--- src/hw/rtl/mgcd_pkg.sv ---
// Shared types and constants for the GOP closed-flag detector.
`timescale 1ns / 1ps

package mgcd_pkg;

   localparam int WIN_DEPTH = 10;

   localparam logic [7:0] PREFIX_ZERO = 8'h00;
   localparam logic [7:0] PREFIX_ONE  = 8'h01;
   localparam logic [7:0] GOP_CODE    = 8'hB8;
   localparam int         CLOSED_BIT  = 6;

   localparam logic [1:0] CODEC_ALWAYS_CLOSED = 2'd0;
   localparam logic [1:0] CODEC_MPEG2         = 2'd1;

   localparam logic [1:0] STATUS_NONE    = 2'd0;
   localparam logic [1:0] STATUS_OPEN    = 2'd1;
   localparam logic [1:0] STATUS_CLOSED  = 2'd2;
   localparam logic [1:0] STATUS_UNKNOWN = 2'd3;

   typedef struct packed {
      logic       occupied;
      logic [7:0] data;
   } cell_type;

endpackage

--- src/hw/rtl/mgcd_channels.sv ---
// Handshake interfaces for the byte input channel and the status result channel.
`timescale 1ns / 1ps

interface mgcd_req_if;
   logic       valid;
   logic       ready;
   logic [7:0] packet_byte;
   logic       last_byte;

   modport source(output valid, output packet_byte, output last_byte, input ready);
   modport sink(input valid, input packet_byte, input last_byte, output ready);
endinterface

interface mgcd_rsp_if;
   logic       valid;
   logic       ready;
   logic [1:0] gop_status;

   modport source(output valid, output gop_status, input ready);
   modport sink(input valid, input gop_status, output ready);
endinterface

--- src/hw/rtl/mpeg2_gop_closed_detector_top.sv ---
// Top level of the GOP closed-flag detector: window cell chain and status scan.
`timescale 1ns / 1ps

// The detector takes one packet byte per item and returns one gop_status item on the
// byte marked last_byte. The ten-byte window is a chain of byte cells that shifts once
// per accepted item, and the eleven-byte start code compare is made in the same cycle.
// The status sits in an output register, so a new packet's bytes are accepted while the
// previous status waits; input is held off only when that register is full and not
// being taken. The codec class is written through the csr_ port, resets to the MPEG-2
// scan and must be written only between packets; the block does not enforce this.
module mpeg2_gop_closed_detector_top (
   input  logic       clock,
   input  logic       reset,
   mgcd_req_if.sink   req_chan,
   mgcd_rsp_if.source rsp_chan,
   input  logic       csr_write_enable,
   input  logic [1:0] csr_write_data
);

   mgcd_pkg::cell_type cells [mgcd_pkg::WIN_DEPTH];
   mgcd_pkg::cell_type feed  [mgcd_pkg::WIN_DEPTH];
   logic               accept;
   logic               ready;

   genvar i;
   generate
      for (i = 0; i < mgcd_pkg::WIN_DEPTH; i++) begin : g_cell
         if (i == mgcd_pkg::WIN_DEPTH - 1) begin : g_tail
            assign feed[i] = '{occupied: 1'b1, data: req_chan.packet_byte};
         end else begin : g_body
            assign feed[i] = cells[i + 1];
         end
         mgcd_cell u_cell (
            .clock     (clock),
            .reset     (reset),
            .shift     (accept),
            .clear     (req_chan.last_byte),
            .neighbour (feed[i]),
            .held      (cells[i])
         );
      end
   endgenerate

   mgcd_scan u_scan (
      .clock            (clock),
      .reset            (reset),
      .req_valid        (req_chan.valid),
      .cur_byte         (req_chan.packet_byte),
      .last_byte        (req_chan.last_byte),
      .window_cells     (cells),
      .csr_write_enable (csr_write_enable),
      .csr_write_data   (csr_write_data),
      .rsp_ready        (rsp_chan.ready),
      .req_ready        (ready),
      .accept           (accept),
      .rsp_valid        (rsp_chan.valid),
      .gop_status       (rsp_chan.gop_status)
   );

   assign req_chan.ready = ready;

endmodule

--- src/hw/rtl/mgcd_cell.sv ---
// One byte cell of the packet window shift chain.
`timescale 1ns / 1ps

module mgcd_cell (
   input  logic              clock,
   input  logic              reset,
   input  logic              shift,
   input  logic              clear,
   input  mgcd_pkg::cell_type neighbour,
   output mgcd_pkg::cell_type held
);

   mgcd_pkg::cell_type held_ff;
   mgcd_pkg::cell_type held_in;

   always_comb begin
      held_in = held_ff;
      if (shift && clear) begin
         held_in = '0;
      end else if (shift) begin
         held_in = neighbour;
      end
   end

   always_ff @(posedge clock) begin
      if (reset) begin
         held_ff <= '0;
      end else begin
         held_ff <= held_in;
      end
   end

   assign held = held_ff;

endmodule

--- src/hw/rtl/mgcd_scan.sv ---
// Start code match, per-packet flags, codec class register and status output register.
`timescale 1ns / 1ps

module mgcd_scan (
   input  logic               clock,
   input  logic               reset,
   input  logic               req_valid,
   input  logic [7:0]         cur_byte,
   input  logic               last_byte,
   input  mgcd_pkg::cell_type window_cells [mgcd_pkg::WIN_DEPTH],
   input  logic               csr_write_enable,
   input  logic [1:0]         csr_write_data,
   input  logic               rsp_ready,
   output logic               req_ready,
   output logic               accept,
   output logic               rsp_valid,
   output logic [1:0]         gop_status
);

   logic [1:0] codec_ff;
   logic       match_found_ff;
   logic       match_found_in;
   logic       closed_flag_ff;
   logic       closed_flag_in;
   logic       rsp_valid_ff;
   logic       rsp_valid_in;
   logic [1:0] gop_status_ff;
   logic [1:0] gop_status_in;
   logic       hit;
   logic       found_now;
   logic       closed_now;

   assign req_ready = !rsp_valid_ff || rsp_ready;
   assign accept    = req_valid && req_ready;

   assign hit = !match_found_ff && window_cells[0].occupied
      && window_cells[0].data == mgcd_pkg::PREFIX_ZERO
      && window_cells[1].data == mgcd_pkg::PREFIX_ZERO
      && window_cells[2].data == mgcd_pkg::PREFIX_ONE
      && window_cells[3].data == mgcd_pkg::GOP_CODE
      && window_cells[8].data == mgcd_pkg::PREFIX_ZERO
      && window_cells[9].data == mgcd_pkg::PREFIX_ZERO
      && cur_byte == mgcd_pkg::PREFIX_ONE;

   assign found_now  = match_found_ff || hit;
   assign closed_now = match_found_ff ? closed_flag_ff
                                      : window_cells[7].data[mgcd_pkg::CLOSED_BIT];

   always_comb begin
      match_found_in = match_found_ff;
      closed_flag_in = closed_flag_ff;
      rsp_valid_in   = rsp_valid_ff && !rsp_ready;
      gop_status_in  = gop_status_ff;
      if (accept) begin
         if (last_byte) begin
            match_found_in = 1'b0;
            closed_flag_in = 1'b0;
            rsp_valid_in   = 1'b1;
            unique case (codec_ff)
               mgcd_pkg::CODEC_ALWAYS_CLOSED: gop_status_in = mgcd_pkg::STATUS_CLOSED;
               mgcd_pkg::CODEC_MPEG2: begin
                  if (!found_now) begin
                     gop_status_in = mgcd_pkg::STATUS_NONE;
                  end else if (closed_now) begin
                     gop_status_in = mgcd_pkg::STATUS_CLOSED;
                  end else begin
                     gop_status_in = mgcd_pkg::STATUS_OPEN;
                  end
               end
               default: gop_status_in = mgcd_pkg::STATUS_UNKNOWN;
            endcase
         end else if (hit) begin
            match_found_in = 1'b1;
            closed_flag_in = closed_now;
         end
      end
   end

   always_ff @(posedge clock) begin
      if (reset) begin
         codec_ff       <= mgcd_pkg::CODEC_MPEG2;
         match_found_ff <= 1'b0;
         closed_flag_ff <= 1'b0;
         rsp_valid_ff   <= 1'b0;
      end else begin
         if (csr_write_enable) begin
            codec_ff <= csr_write_data;
         end
         match_found_ff <= match_found_in;
         closed_flag_ff <= closed_flag_in;
         rsp_valid_ff   <= rsp_valid_in;
      end
      gop_status_ff <= gop_status_in;
   end

   assign rsp_valid  = rsp_valid_ff;
   assign gop_status = gop_status_ff;

`ifndef SYNTHESIS
   a_last_gives_result: assert property (@(posedge clock) disable iff (reset)
      accept && last_byte |=> rsp_valid_ff)
      else $error("No result followed the last byte of a packet.");

   a_packet_clears_flags: assert property (@(posedge clock) disable iff (reset)
      accept && last_byte |=> !match_found_ff && !closed_flag_ff)
      else $error("Match flags survived the end of a packet.");

   a_always_closed: assert property (@(posedge clock) disable iff (reset)
      accept && last_byte && codec_ff == mgcd_pkg::CODEC_ALWAYS_CLOSED
      |=> gop_status_ff == mgcd_pkg::STATUS_CLOSED)
      else $error("An always-closed codec reported a status other than closed.");

   a_closed_needs_match: assert property (@(posedge clock) disable iff (reset)
      closed_flag_ff |-> match_found_ff)
      else $error("Closed flag is set without a recorded match.");
`endif

endmodule
--- src/flat_wrapper.sv ---
// flat-port wrapper written by rule: the top's interface ports become plain ports
module mpeg2_gop_closed_detector_top_flat 
  (clock, reset, csr_write_enable, csr_write_data, req_chan_valid, req_chan_packet_byte, req_chan_last_byte, req_chan_ready, rsp_chan_valid, rsp_chan_gop_status, rsp_chan_ready);
  mgcd_req_if req_chan_i ();
  mgcd_rsp_if rsp_chan_i ();
  input  logic clock;
  input  logic reset;
  input  logic csr_write_enable;
  input  logic [1:0] csr_write_data;
  input wire logic [$bits(req_chan_i.valid)-1:0] req_chan_valid;
  input wire logic [$bits(req_chan_i.packet_byte)-1:0] req_chan_packet_byte;
  input wire logic [$bits(req_chan_i.last_byte)-1:0] req_chan_last_byte;
  output wire logic [$bits(req_chan_i.ready)-1:0] req_chan_ready;
  output wire logic [$bits(rsp_chan_i.valid)-1:0] rsp_chan_valid;
  output wire logic [$bits(rsp_chan_i.gop_status)-1:0] rsp_chan_gop_status;
  input wire logic [$bits(rsp_chan_i.ready)-1:0] rsp_chan_ready;
  assign req_chan_i.valid = req_chan_valid;
  assign req_chan_i.packet_byte = req_chan_packet_byte;
  assign req_chan_i.last_byte = req_chan_last_byte;
  assign req_chan_ready = req_chan_i.ready;
  assign rsp_chan_valid = rsp_chan_i.valid;
  assign rsp_chan_gop_status = rsp_chan_i.gop_status;
  assign rsp_chan_i.ready = rsp_chan_ready;
  mpeg2_gop_closed_detector_top u_core (.clock(clock), .reset(reset), .req_chan(req_chan_i), .rsp_chan(rsp_chan_i), .csr_write_enable(csr_write_enable), .csr_write_data(csr_write_data));
endmodule
--- config.mk ---
export PLATFORM = sky130hd
export DESIGN_NAME = mpeg2_gop_closed_detector_top_flat
export DESIGN_NICKNAME = d
export VERILOG_FILES = /design/src/hw/rtl/mgcd_pkg.sv /design/src/hw/rtl/mgcd_channels.sv /design/src/hw/rtl/mpeg2_gop_closed_detector_top.sv /design/src/hw/rtl/mgcd_cell.sv /design/src/hw/rtl/mgcd_scan.sv /design/src/flat_wrapper.sv
export SDC_FILE = /design/constraint.sdc
export NUM_CORES = 1
export LEC_CHECK = 0
export BUFFER_PORTS_ARGS = -buffer_cell sky130_fd_sc_hd__buf_2
export CORE_MARGIN = 4
export CORE_UTILIZATION = 64
export DETAILED_ROUTE_END_ITERATION = 12
export HOLD_SLACK_MARGIN = 0.05
export PLACE_DENSITY = 0.86
export SLEW_MARGIN = 10
export SYNTH_ARGS = -nofsm -noshare
export SYNTH_HDL_FRONTEND = slang
export SYNTH_SLANG_ARGS = --single-unit
--- constraint.sdc ---
create_clock -name clock -period 2.5 [get_ports clock]
set_input_delay 0.5 -clock clock [delete_from_list [all_inputs] [get_ports clock]]
set_output_delay 0.5 -clock clock [all_outputs]
set_load 0.05 [all_outputs]
# Word level (Yosys, flattened, before mapping)
# Cells that the tools add are included.
# Widths: inputs -> output; s select.
# word_totals
inputBits,16
register_bits,97
wordCells,64
out_inout_bits,4
# classes
eq_ne,4
muxes,10
reduce_logical,25
# ops
op,n
$logic_not 8->1,4
$eq 8x1->1 const B,2
$logic_and 1x1->1,11
$eq 8x8->1 const B,1
$mux 1,7
$mux 2,2
$pmux 2 s2,1
$reduce_and 2->1,2
$logic_not 1->1,3
$eq 2x1->1 const B,1
$logic_not 2->1,1
$logic_or 1x1->1,2
$reduce_bool 2->1,1
$reduce_or 2->1,1

# Logic depth before layout (Yosys ltp)
# depth
depth_word,12
mapped_depth,6
mapped_depth_nobuf,5

# By module
# Synthesis repeated with hierarchy kept, for this count alone.
# hier_totals
hier_cells,463
area_unflattened_um2,4151.5
# by_module_without_submodules
mod,cells_each,instances,seq_area_each_um2,area_per_inst_um2
mgcd_cell,41,10,180.2,365.4
mgcd_scan,52,1,160.2,494.2
mpeg2_gop_closed_detector_top,1,1,0.0,3.8

# Worst setup path before layout
# Ideal clock, no wire load.
# synth_path
kind,reg2reg
startpoint,register u_core.u_scan.rsp_valid_ff (netlist: u_core.u_scan.rsp_valid)
endpoint,"register u_core.g_cell[0].u_cell.held_ff, in the netlist u_core.g_cell[0].u_cell.held[0]"
arrival_time_ns,2.122
setup_ns,0.070
setup_slack_ns,0.308
required_ns,2.430
period_less_slack_ns,2.192
n_path_buf,2
stages_incl_launch_ff,7
path_cell_list,dfxtp_1 -> nand2b_1 -> and3_1 -> or2_1 -> clkbuf_1 -> clkbuf_1 -> a21oi_1
# synth_between
elab_chain_len,5
# synth_rtl
item,line,source
start: declaration,mgcd_scan.sv:25,logic rsp_valid_ff;
start signal: assignment,mgcd_scan.sv:91,rsp_valid_ff <= rsp_valid_in;
$logic_not 1->1 *,mgcd_scan.sv:33,assign req_ready = !rsp_valid_ff || rsp_ready;
$logic_or 1x1->1 *,mgcd_scan.sv:33,
net req_chan_ready,flat_wrapper.sv:13,output wire logic [$bits(req_chan_i.ready)-1:0] req_chan_ready;
$logic_and 1x1->1 *,mgcd_scan.sv:34,assign accept = req_valid && req_ready;
$logic_and 1x1->1,mgcd_cell.sv:18,if (shift && clear) begin
$reduce_or 2->1 (no line),-,
end signal: assignment,mgcd_cell.sv:29,held_ff <= held_in;
end: declaration,mgcd_cell.sv:13,mgcd_pkg::cell_type held_ff;
# Mark *: on every way through the listed nets, which the timed path passes. The rest lies on a longest branch.
# A chain may end at the register's enable or synchronous reset.

# Worst setup path in the final report
# layout_path
startpoint,"register u_core.g_cell[3].u_cell.held_ff, in the netlist u_core.g_cell[3].u_cell.held[6]"
endpoint,register u_core.u_scan.closed_flag_ff
# layout_between
elab_chain_len,7
# layout_rtl
item,line,source
start: declaration,mgcd_cell.sv:13,
start signal: assignment,mgcd_cell.sv:29,
$eq 8x8->1,mgcd_scan.sv:40,&& window_cells[3].data == mgcd_pkg::GOP_CODE
$logic_and 1x1->1,mgcd_scan.sv:40,
$logic_and 1x1->1,mgcd_scan.sv:41,&& window_cells[8].data == mgcd_pkg::PREFIX_ZERO
$logic_and 1x1->1,mgcd_scan.sv:42,&& window_cells[9].data == mgcd_pkg::PREFIX_ZERO
$logic_and 1x1->1,mgcd_scan.sv:43,&& cur_byte == mgcd_pkg::PREFIX_ONE;
$reduce_bool 2->1 (no line),-,
$reduce_and 2->1 (no line),-,
end signal: assignment,mgcd_scan.sv:90,closed_flag_ff <= closed_flag_in;
end: declaration,mgcd_scan.sv:23,logic closed_flag_ff;
# Every way passes these cells.

==> flow_summary.toml <==
[synth]
post_synth_instance_area_sq_um = 3525
synthDistinctLibCells = 27
synth-warning-count = 0
number_of_synthesized_flops_with_an_enable_pin = 2
ys_seq_elements = 97
synth_fp_nets = 456
ys_async_sr_fraction_pct = 0
syn_area_per_cell_sq_um = 8.011
yosys-top-cells-area = "sky130_fd_sc_hd__dfxtp_1 54%, sky130_fd_sc_hd__nand2_1 19%, sky130_fd_sc_hd__a21oi_1 13%, sky130_fd_sc_hd__clkbuf_1 2.4%, sky130_fd_sc_hd__edfxtp_1 1.7%"
synth_top_area_share_pct = 53.96
synth_seq_area_share_pct = 55.66
postSynthCellCount = 440
synth_top_area_cell = "sky130_fd_sc_hd__dfxtp_1"
dominantRegCellSynth = "sky130_fd_sc_hd__dfxtp_1"

[timing]
tns_ps = 0
final.setup_skew_ps = 5.028
max_clock_freq_mhz = 537.8
timing_max_transition_violations_final = 0
setup_repair_after_global_routing_missed_its_margin = "no"
setup_ws_ps = 640.5
timing_worst_slew_pin_value_ps = 701.6
max_slew_margin_pct = 53.23
setup-violations-final = 0
layout_min_cycle_time_ps = 1860
timing.final.hold_violations = 0
fin_crit_sh_pct = 74.38

[status]
status = "finished clean"

[setup_path]
cp-start-kind = "register"
worst-path-max-fanout = 4
worstSetupEndpointType = "register"
critical_path_arrival_ps = 2110
critPathRequiredTime_ps = 2750
path_class = "reg -> reg"

[clock_tree]
insertion_delay_ps = 360
postCtsResizedCells = 0
cts.repair_timing.setup_buffer_count = 0
root_buffer = "sky130_fd_sc_hd__clkbuf_8"
worst_setup_hold_path_clk_slew_ps = 80
clock_tree.buffer_depth = 2
ctsHoldBuffers = 0
tritoncts = "built"
cts_num_sinks = 97
htree_num_levels = 3
cts-buffers-inserted = 9

[global_route]
grt_util_all_layers_pct = 23.07
grt-ovfl-total = 0
wire_length_of_the_first_global_routing_pass_mm = 11.77
grt_max_degree = 73
first_global_vias = 2665
antenna_found_initial = 0

[hold_path]
holdCritPathClass = "in -> reg"

[floorplan]
fp.dieH_um = 82.21
die-area_sq_um = 6758
io-pin-count = 20
rows = 26
core_area_sq_um = 5238
die_width_um = 82.21
initial_core_utilization_pct = 67.30

[routing]
detail_route.wl_per_cell_um = 13.60
drt.antenna.violating_nets = 0
post-route-drc-count = 0
initialDrtViolationCount = 254
first_pass_iters = 5
drt_wl_total_mm = 7.084
drt-vias-per-instance = 5.626
routed-via-count = 2931

[pwr]
cell_internal_pwr_mw = 2.097
swShare_pct = 23.30
static-leakage-power_nw = 1.263
sequentialPowerShare_pct = 57.7
combinationalPowerShare_pct = 6.0
p_sw_mw = 0.6371
power_per_cell_area_nw_per_um2 = 707.5
power_frac_clock_pct = 36.3
power.ir.vdd_worst_uv = 413.4

[flow_run]
cap_viol_max_count = 0

[place]
dp_worst_setup_slack_ps = 373.9
port-buffer-count = 19
instance_area_after_placement_sq_um = 3670
routabilityCongestion = 0.7527
final_hpwl_from_detailed_placement_mm = 4.507

[final_layout]
final_common_cell = "sky130_fd_sc_hd__nand2_1"
final_cell_area_sq_um = 3865
ratio_of_cells_with_drive_above_1_in_the_final_layout_pct = 10.42
flow.area_growth_from_synthesis_pct = 9.656
commonest_cells_after_routing_fill_and_taps_aside = "181 x sky130_fd_sc_hd__nand2_1, 95 x sky130_fd_sc_hd__dfxtp_1, 92 x sky130_fd_sc_hd__a21oi_1"
nets = 462
antenna_cells = 0
per-layer routing:
layer / global-route usage (%) / up-vias / share of wire, %
li1: - / 1461 / -
met1: 29.18 / 1393 / 45
met2: 37.50 / 64 / 48
met3: 4.664 / 13 / 4.3
met4: 11.30 / 0 / 2.0
met5: 0 / - / 0
through the flow:
stage          std cells  hold WS, ps  utilization [%]  total power, mW
2_1_floorplan        440        431.2                -            1.726
3_3_place_gp         505        435.6            70.07            1.774
3_5_place_dp         505        445.1            70.07            1.778
4_1_cts              521        348.6            73.79            2.750
5_1_grt              521        354.0            73.79            2.832
6_report             521        350.5            73.79            2.734
layout make-up:
class / instances / area (sq um)
flip-flops and latches: 97 / 1962
multi-input cells: 312 / 1443
clock inverters: 5 / 53.80
repair buffers: 24 / 170.2
well taps: 70 / 87.58
inverters: 2 / 7.507
clock buffers: 11 / 141.4
fillers: 377 / 1373
critical path: stages (launching register included):
cell and delay (ps):
sky130_fd_sc_hd__dfxtp_1 330, sky130_fd_sc_hd__nor4b_1 490, sky130_fd_sc_hd__nand3_1 200, sky130_fd_sc_hd__nor4_4 420
sky130_fd_sc_hd__mux2i_1 230, sky130_fd_sc_hd__a21oi_1 80
logic make-up (layout without fill, tap and decap cells):
kind of cell	count (synthesis)	in the layout	synth area share (%)
compound gates	95	95	13.77
buf+inv	31	42	3.514
flops	97	97	55.66
mux	2	2	0.5680
simple gates	215	215	26.48
cells in the mapped netlist (all sizes together), types with 2 or more instances:
master,n
nor4b,5
nor2,6
a21oi,92
nand4,3
dfxtp,95
inv,2
clkbuf,23
nand2,182
buf,6
edfxtp,2
mux2i,2
nor4,10
power by group through the flow:
| stage | registers, mW | clock network, mW | logic (mW) |
|---|---|---|---|
| final | 1.58 | 0.992 | 0.164 |
| after global placement | 1.61 | 0 | 0.160 |
| after floorplan | 1.62 | 0 | 0.106 |
| after CTS | 1.58 | 1.01 | 0.164 |
| after global routing | 1.58 | 1.07 | 0.180 |
| after detailed placement | 1.61 | 0 | 0.163 |
final timing paths:
path,cells after the start,startpoint,endpoint,slack [ps]
worst max-delay path,5,u_core.g_cell[3].u_cell.held[6],u_core.u_scan.closed_flag_ff,640
worst min-delay path,2,csr_write_data[0],u_core.u_scan.codec_ff[0],350
worst max register to register,5,u_core.g_cell[3].u_cell.held[6],u_core.u_scan.closed_flag_ff,640
worst min register to register,2,u_core.g_cell[6].u_cell.held[4],u_core.g_cell[5].u_cell.held[4],450
flip-flops by register name, indices dropped and copies added (netlist names):
name,count
u_core.g_cell.u_cell.held,90
u_core.u_scan.codec_ff,2
u_core.u_scan.rsp_valid,1
u_core.u_scan.match_found_ff,1
u_core.u_scan.closed_flag_ff,1
u_core.u_scan.gop_status,2
Note: power is estimated with default switching activity, not from simulation.
